### config.mk
export PLATFORM = sky130hd
export DESIGN_NAME = save_archive_entry_parser
export DESIGN_NICKNAME = d
export VERILOG_FILES = /design/src/rtl/sae_pkg.sv /design/src/rtl/save_archive_entry_parser.sv /design/src/rtl/sae_parser.sv /design/src/rtl/sae_out_fifo.sv
export SDC_FILE = /design/constraint.sdc
export NUM_CORES = 2
export LEC_CHECK = 0
export ABC_CLOCK_PERIOD_IN_PS = 9600
export BUFFER_PORTS_ARGS = -buffer_cell sky130_fd_sc_hd__buf_2
export CAP_MARGIN = 15
export CORE_MARGIN = 3
export CORE_UTILIZATION = 35
export CTS_CLUSTER_SIZE = 28
export DETAILED_ROUTE_END_ITERATION = 16
export PLACE_DENSITY = 0.62
export SLEW_MARGIN = 20
export SYNTH_ARGS = -nofsm -noshare
export SYNTH_HDL_FRONTEND = slang
export SYNTH_SLANG_ARGS = --single-unit
### constraint.sdc
create_clock -name clk -period 9.6 [get_ports clk]
set_input_delay 2.88 -clock clk [delete_from_list [all_inputs] [get_ports clk]]
set_output_delay 2.88 -clock clk [all_outputs]
set_load 0.1 [all_outputs]
### src/rtl/sae_pkg.sv
`default_nettype none
package sae_pkg;

  localparam int OFFSET_BITS = 32;
  localparam int HDR_BYTES   = 512;
  localparam int PAD_ALIGN   = 1024;
  localparam int TYPE_AT     = 16;
  localparam int HPOS_W      = $clog2(HDR_BYTES);
  localparam int PAD_W       = $clog2(PAD_ALIGN);
  localparam int LEFT_W      = 33;
  localparam int COUNT_W     = 24;
  localparam int INDEX_W     = 23;
  localparam int WORD_W      = 32;
  localparam int TDATA_W     = 192;

  localparam logic [4:0] MODE_MASK = 5'h1F;
  localparam logic [4:0] MODE_FILE = 5'h17;

  localparam logic KIND_ENTRY  = 1'b0;
  localparam logic KIND_STATUS = 1'b1;
  localparam logic STATUS_OK   = 1'b0;
  localparam logic STATUS_BAD  = 1'b1;

  // tdata bit positions, lowest field first
  localparam int IDX_LSB    = 0;
  localparam int MODE_LSB   = IDX_LSB + INDEX_W;
  localparam int SIZE_LSB   = MODE_LSB + WORD_W;
  localparam int TYPE_LSB   = SIZE_LSB + WORD_W;
  localparam int HOFF_LSB   = TYPE_LSB + WORD_W;
  localparam int DOFF_LSB   = HOFF_LSB + WORD_W;
  localparam int FILE_BIT   = DOFF_LSB + WORD_W;
  localparam int STATUS_BIT = FILE_BIT + 1;
  localparam int PAD_BITS   = TDATA_W - STATUS_BIT - 1;

  typedef struct packed {
    logic                 kind;
    logic                 last;
    logic [INDEX_W-1:0]   entry_index;
    logic [WORD_W-1:0]    entry_mode;
    logic [WORD_W-1:0]    entry_size;
    logic [WORD_W-1:0]    entry_type;
    logic [WORD_W-1:0]    header_offset;
    logic [WORD_W-1:0]    data_offset;
    logic                 is_file;
    logic                 status;
  } result_t;

  typedef struct packed {
    logic [1:0] n;
    result_t    r0;
    result_t    r1;
  } push_t;

endpackage
`default_nettype wire

### src/rtl/save_archive_entry_parser.sv
`default_nettype none
// Save-archive entry parser. Takes the archive one byte per transaction
// (in_tlast on the final byte) and returns, per entry, a record with the
// captured mode, size and type words and the header/data offsets, then one
// status transaction after the final byte. One byte is accepted every
// cycle while in_tready is high; the per-byte work is a single pass of
// counter and capture logic into a 4-deep result queue, and in_tready
// drops only while that queue holds more than two results (a byte that
// completes a header and is also the final byte yields two results).
// Results are written into the queue as the causing byte is accepted.
module save_archive_entry_parser (
  input  wire logic                       clk,
  input  wire logic                       rst_n,
  input  wire logic                       in_tvalid,
  output logic                            in_tready,
  input  wire logic [7:0]                 in_tdata,  // [7:0] data_byte
  input  wire logic                       in_tlast,  // last_byte
  output logic                            out_tvalid,
  input  wire logic                       out_tready,
  // [22:0] entry_index, [54:23] entry_mode, [86:55] entry_size,
  // [118:87] entry_type, [150:119] header_offset, [182:151] data_offset,
  // [183] is_file, [184] status, [191:185] zero
  output logic [sae_pkg::TDATA_W-1:0]     out_tdata,
  output logic [0:0]                      out_tuser, // [0] result_kind
  output logic                            out_tlast  // last_result
);
  import sae_pkg::*;

  logic    accept;
  logic    room;
  push_t   push;
  result_t res;

  assign in_tready = room;
  assign accept    = in_tvalid && room;

  sae_parser u_parser (
    .clk       (clk),
    .rst_n     (rst_n),
    .accept    (accept),
    .data_byte (in_tdata),
    .last_byte (in_tlast),
    .push      (push)
  );

  sae_out_fifo u_fifo (
    .clk       (clk),
    .rst_n     (rst_n),
    .push      (push),
    .room      (room),
    .out_valid (out_tvalid),
    .out_ready (out_tready),
    .out_res   (res)
  );

  assign out_tdata = {{PAD_BITS{1'b0}}, res.status, res.is_file, res.data_offset,
                      res.header_offset, res.entry_type, res.entry_size,
                      res.entry_mode, res.entry_index};
  assign out_tuser = res.kind;
  assign out_tlast = res.last;

endmodule
`default_nettype wire

### src/rtl/sae_parser.sv
`default_nettype none
module sae_parser (
  input  wire logic          clk,
  input  wire logic          rst_n,
  input  wire logic          accept,
  input  wire logic [7:0]    data_byte,
  input  wire logic          last_byte,
  output sae_pkg::push_t     push
);
  import sae_pkg::*;

  logic [HPOS_W-1:0]      hpos_r,   hpos_nxt;
  logic                   inpay_r,  inpay_nxt;
  logic [LEFT_W-1:0]      left_r,   left_nxt;
  logic [OFFSET_BITS-1:0] off_r,    off_nxt;
  logic [WORD_W-1:0]      mode_r,   mode_nxt;
  logic [WORD_W-1:0]      size_r,   size_nxt;
  logic [WORD_W-1:0]      type_r,   type_nxt;
  logic [COUNT_W-1:0]     count_r,  count_nxt;

  logic [OFFSET_BITS-1:0]        hoff;
  logic [OFFSET_BITS-1:0]        doff;
  logic [OFFSET_BITS+WORD_W-1:0] hoff_ext;
  logic [OFFSET_BITS+WORD_W-1:0] doff_ext;
  logic                          file;
  logic                          bad;
  result_t                       entry_res;
  result_t                       stat_res;
  logic                          hdr_done;

  always_comb begin
    hoff     = off_r - OFFSET_BITS'(HDR_BYTES - 1);
    doff     = hoff + OFFSET_BITS'(HDR_BYTES);
    hoff_ext = {{WORD_W{1'b0}}, hoff};
    doff_ext = {{WORD_W{1'b0}}, doff};
    file     = (size_r != '0) && ((mode_r[4:0] & MODE_MASK) == MODE_FILE);
    hdr_done = !inpay_r && (hpos_r == HPOS_W'(HDR_BYTES - 1));

    entry_res               = '0;
    entry_res.kind          = KIND_ENTRY;
    entry_res.entry_index   = count_r[INDEX_W-1:0];
    entry_res.entry_mode    = mode_r;
    entry_res.entry_size    = size_r;
    entry_res.entry_type    = type_r;
    entry_res.header_offset = hoff_ext[WORD_W-1:0];
    entry_res.data_offset   = doff_ext[WORD_W-1:0];
    entry_res.is_file       = file;
    entry_res.status        = STATUS_OK;

    hpos_nxt  = hpos_r;
    inpay_nxt = inpay_r;
    left_nxt  = left_r;
    mode_nxt  = mode_r;
    size_nxt  = size_r;
    type_nxt  = type_r;
    count_nxt = count_r;
    off_nxt   = off_r + OFFSET_BITS'(1);

    if (inpay_r) begin
      if (left_r != '0) begin
        left_nxt = left_r - LEFT_W'(1);
      end
      if (left_nxt == '0) begin
        inpay_nxt = 1'b0;
      end
    end else begin
      if (hpos_r[HPOS_W-1:2] == '0) begin
        mode_nxt[8*hpos_r[1:0] +: 8] = data_byte;
      end else if (hpos_r[HPOS_W-1:2] == (HPOS_W-2)'(1)) begin
        size_nxt[8*hpos_r[1:0] +: 8] = data_byte;
      end else if (hpos_r[HPOS_W-1:2] == (HPOS_W-2)'(TYPE_AT / 4)) begin
        type_nxt[8*hpos_r[1:0] +: 8] = data_byte;
      end
      if (hdr_done) begin
        hpos_nxt = '0;
        if (count_r != '1) begin
          count_nxt = count_r + COUNT_W'(1);
        end
        if (file) begin
          left_nxt  = ({1'b0, size_r} + LEFT_W'(PAD_ALIGN - 1)) &
                      ~LEFT_W'(PAD_ALIGN - 1);
          inpay_nxt = 1'b1;
        end
      end else begin
        hpos_nxt = hpos_r + HPOS_W'(1);
      end
    end

    bad             = (inpay_nxt && (left_nxt != '0)) || (count_nxt == '0);
    stat_res        = '0;
    stat_res.kind   = KIND_STATUS;
    stat_res.status = bad ? STATUS_BAD : STATUS_OK;
    stat_res.last   = 1'b1;

    push = '0;
    if (accept) begin
      if (hdr_done) begin
        push.r0 = entry_res;
        if (last_byte) begin
          push.n  = 2'd2;
          push.r1 = stat_res;
        end else begin
          push.n       = 2'd1;
          push.r0.last = 1'b1;
        end
      end else if (last_byte) begin
        push.n  = 2'd1;
        push.r0 = stat_res;
      end
    end

    if (last_byte) begin
      hpos_nxt  = '0;
      inpay_nxt = 1'b0;
      left_nxt  = '0;
      off_nxt   = '0;
      mode_nxt  = '0;
      size_nxt  = '0;
      type_nxt  = '0;
      count_nxt = '0;
    end
  end

  always_ff @(posedge clk) begin
    if (!rst_n) begin
      hpos_r  <= '0;
      inpay_r <= 1'b0;
      left_r  <= '0;
      off_r   <= '0;
      mode_r  <= '0;
      size_r  <= '0;
      type_r  <= '0;
      count_r <= '0;
    end else if (accept) begin
      hpos_r  <= hpos_nxt;
      inpay_r <= inpay_nxt;
      left_r  <= left_nxt;
      off_r   <= off_nxt;
      mode_r  <= mode_nxt;
      size_r  <= size_nxt;
      type_r  <= type_nxt;
      count_r <= count_nxt;
    end
  end

endmodule
`default_nettype wire

### src/rtl/sae_out_fifo.sv
`default_nettype none
module sae_out_fifo (
  input  wire logic        clk,
  input  wire logic        rst_n,
  input  wire sae_pkg::push_t push,
  output logic             room,
  output logic             out_valid,
  input  wire logic        out_ready,
  output sae_pkg::result_t out_res
);
  import sae_pkg::*;

  localparam int DEPTH = 4;
  localparam int PTR_W = $clog2(DEPTH);

  result_t            mem [DEPTH];
  logic [PTR_W-1:0]   wr_r, wr_nxt;
  logic [PTR_W-1:0]   rd_r, rd_nxt;
  logic [PTR_W:0]     cnt_r, cnt_nxt;
  logic               pop;

  assign out_valid = (cnt_r != '0);
  assign out_res   = mem[rd_r];
  assign room      = (cnt_r <= (PTR_W+1)'(DEPTH - 2));
  assign pop       = out_valid && out_ready;

  always_comb begin
    wr_nxt  = wr_r + PTR_W'(push.n);
    rd_nxt  = rd_r + PTR_W'(pop);
    cnt_nxt = cnt_r + (PTR_W+1)'(push.n) - (PTR_W+1)'(pop);
  end

  always_ff @(posedge clk) begin
    if (push.n != 2'd0) begin
      mem[wr_r] <= push.r0;
    end
    if (push.n == 2'd2) begin
      mem[wr_r + PTR_W'(1)] <= push.r1;
    end
  end

  always_ff @(posedge clk) begin
    if (!rst_n) begin
      wr_r  <= '0;
      rd_r  <= '0;
      cnt_r <= '0;
    end else begin
      wr_r  <= wr_nxt;
      rd_r  <= rd_nxt;
      cnt_r <= cnt_nxt;
    end
  end

endmodule
`default_nettype wire

==> metrics.csv <==
metric;value;unit
final_cell_area;0.0440;mm²
r2r-end;u_fifo.mem[1][164]$_SDFFE_PP0P_;
rows;121;
max-slew-margin-rel;24.0;%
dp_cells;5006;
r2r-start;u_parser.hpos_r[0]$_SDFFE_PN0P_;
p_leak;15.5;nW
wl_per_cell;22.4;µm
start_util;35.6;%
ys_async_sr_fraction;0;%
grt_pass1_wl;181;mm
clk_latency;0.70;ns
combinationalPowerShare;10.6;%
hold_path.class;reg -> reg;
yosysUniqueCellTypes;82;
synth_ff_type;dfxtp_1;
drtPass1Iterations;6;
critPathSlowestCell;dfxtp_4;
status;complete, no violations;
dpl_cell_area;0.0408;mm²
nets;3658;
yosysTopAreaCellShare;46.3;%
io_buffers;201;
synth_enable_flop_cells;12;
grt_overflow;0;
fp.dieH;340;µm
yosysMostFrequentCell;dfxtp_1;
total_power;0.00863;W
ctsResizeCount;0;
seqCellArea;0.0184;mm²
dieArea;0.116;mm²
cts_hold_repair.buffers;0;
maxCapViolations;0;
cts_buffers;95;
coreArea;0.110;mm²
clockBufferDepth;3;
holdPathEnd;u_fifo.mem[0][45]$_SDFFE_PP0P_;
die_w;340;µm
area.growth.synth_to_final;12.8;%
internal-power;0.00631;W
netlist_instances;3698;
pwr-share-clk;44.2;%
multi_input_area;0.0189;mm²
worst_setup_path_start_kind;register;
post-route-period-util;66.1;%
grtUsageTotal;19.5;%
crit_chain;buf_12, mux4_2, buf_2;
setup_viol;0;
viasPerCell;6.01;
drt-initial-drc-count;2667;
hold_viol_final;0;
n_antenna_cell;0;
path_class;reg -> out;
n_fill_cell;10575;
grt_setup_unrepaired;no;
cts_setup_buffers;0;
cpPeakStageDelay;0.90;ns
netSwitchingPower;0.00232;W
post-route-min-period;6.35;ns
drive_gt1_share;17.0;%
slew_viol_final;0;
switching_share;26.9;%
num_vias;31129;
cts_tree;yes;
sequentialPowerShare;45.2;%
syn_area;0.0390;mm²
synth_commonest_cells;dfxtp_1 (902), a32o_1 (485), clkbuf_1 (333);
worstHoldStart;u_fifo.mem[0][45]$_SDFFE_PP0P_;
synth.ff_latch_count;914;
arrival;3.47;ns
gp_congestion;0.884;
worst_pin_slew;1.14;ns
routed_wirelength;116;mm
antenna_found_initial;2;
cp_max_fo;100;
syn_avg_cell_area;10.6;µm²
cts_sinks;914;
grt_pass1_vias;29993;
synth_area_leaders;dfxtp_1 (46%), a32o_1 (12%), mux4_2 (10%);
synth_top_cell_by_area;dfxtp_1;
hpwl;68.5;mm
hold_path_depth;2;
drtAntennaViolNets;0;
remaining_drc_errors;0;
io_pins;209;
cp-end-kind;primary output;
synth_warnings;0;
final-instance-count-excl-fill;5183;
power_density;196;mW/mm²
synth-seq-area-share;47.2;%
setup_tns;0;ns
max_freq;157;MHz
required;6.72;ns
grt_max_degree;150;
clock_skew;0.0386;ns
h-tree-depth;3;
whs;0.450;ns
r2r_slack;3.94;ns
clockRootBuffer;clkbuf_16;
rr_worst_depth;16;
max-vdd-ir-drop;0.000200;V
clk_pin_slew;0.06;ns
## power groups by stage
stage	Sequential, W	Combinational [W]	Clock (W)
final	0.00390	0.000916	0.00382
after global routing	0.00391	0.000980	0.00405
after CTS	0.00390	0.000924	0.00390
after detailed placement	0.00399	0.000924	0
after global placement	0.00399	0.000925	0
after floorplan	0.00392	0.000723	0
## critical path, delay by kind of cell (launching register included)
family                 cells  cell delay [ns]
buffers and inverters      2             1.02
flip-flops                 1             0.90
multiplexers               1             0.70
## cell families (layout without fill, tap and decap cells)
group                    Yosys count  count (layout)  share of synthesized area (%)
AO/OA/AOI/OAI                   1116            1116                           23.1
XOR/XNOR                         106             106                           2.40
other                              1               7                        0.00961
AND/OR/NAND/NOR                  900             900                           11.7
adder cells (fa/ha/maj)           18              18                          0.596
buffers and inverters            459             462                           4.68
flip-flops                       914             914                           47.2
multiplexers                     184             184                           10.4
## how the worst max path moves through the flow
stage / start / to / slack (ns) / cells after the start
final: u_fifo.rd_r[0]$_SDFF_PN0_ / out_tdata[27] / 3.25 / 3
after global routing: u_fifo.rd_r[0]$_SDFF_PN0_ / out_tdata[27] / 2.97 / 3
after CTS: u_fifo.rd_r[0]$_SDFF_PN0_ / out_tdata[27] / 3.11 / 3
after detailed placement: in_tvalid / u_fifo.mem[3][65]$_SDFFE_PP0P_ / 3.36 / 8
after global placement: in_tvalid / u_fifo.mem[3][64]$_SDFFE_PP0P_ / 3.42 / 8
after floorplan: u_fifo.rd_r[0]$_SDFF_PN0_ / out_tdata[10] / 4.30 / 4
## placed cells by master, fill, tap and decap left out, drive strengths merged, types with 12 or more instances in the layout
master | netlist | layout
dfxtp | 902 | 902
a32o | 485 | 485
nand2 | 320 | 320
o21ai | 260 | 260
buf | 97 | 258
mux4 | 178 | 178
clkbuf | 335 | 134
nor2 | 123 | 123
a22o | 110 | 110
and2 | 77 | 77
nor2b | 75 | 75
a21oi | 65 | 65
nand3 | 62 | 62
xor2 | 56 | 56
nor3 | 56 | 56
a32oi | 51 | 51
xnor2 | 50 | 50
inv | 25 | 34
nand4 | 31 | 31
a21boi | 29 | 29
nor4 | 29 | 29
and3 | 25 | 25
clkinv | 2 | 24
or3 | 20 | 20
a31oi | 19 | 19
nand2b | 18 | 18
and4 | 18 | 18
ha | 17 | 17
or4 | 15 | 15
o22ai | 13 | 13
o31ai | 12 | 12
edfxtp | 12 | 12
## layer usage
layer | up-vias | global-route usage [%] | routed length, µm
li1 | 14102 | - | -
met1 | 15723 | 26.2 | 50700
met2 | 1115 | 31.3 | 53800
met3 | 189 | 4.22 | 8850
met4 | 0 | 5.80 | 2950
met5 | - | 0 | 0
## stage by stage
stage / util (%) / setup slack, ns
detailed placement: 37.1 / 3.36
CTS: 40.1 / 3.11
global placement: 37.1 / 3.42
floorplan: - / 4.30
finish: 40.1 / 3.25
global route: 40.1 / 2.97
## area by class of cell
type | count | share of cell area [%]
Tap cell | 1476 | 4.20
Multi-Input combinational cell | 2331 | 42.9
Timing Repair Buffer | 258 | 3.38
Clock buffer | 134 | 6.17
Clock inverter | 43 | 1.22
Inverter | 27 | 0.230
Sequential cell | 914 | 41.9
## flip-flops by register name, summed over array words and instances (netlist names)
| register | flops |
|---|---|
| u_parser.left_r | 33 |
| u_parser.inpay_r | 1 |
| u_parser.mode_r | 32 |
| u_parser.type_r | 32 |
| u_fifo.wr_r | 2 |
| u_parser.off_r | 32 |
| u_parser.hpos_r | 9 |
| u_fifo.mem | 712 |
| u_fifo.rd_r | 2 |
| u_parser.count_r | 24 |
| u_parser.size_r | 32 |
| u_fifo.cnt_r | 3 |
No activity file was read; power rests on OpenSTA's default activity.
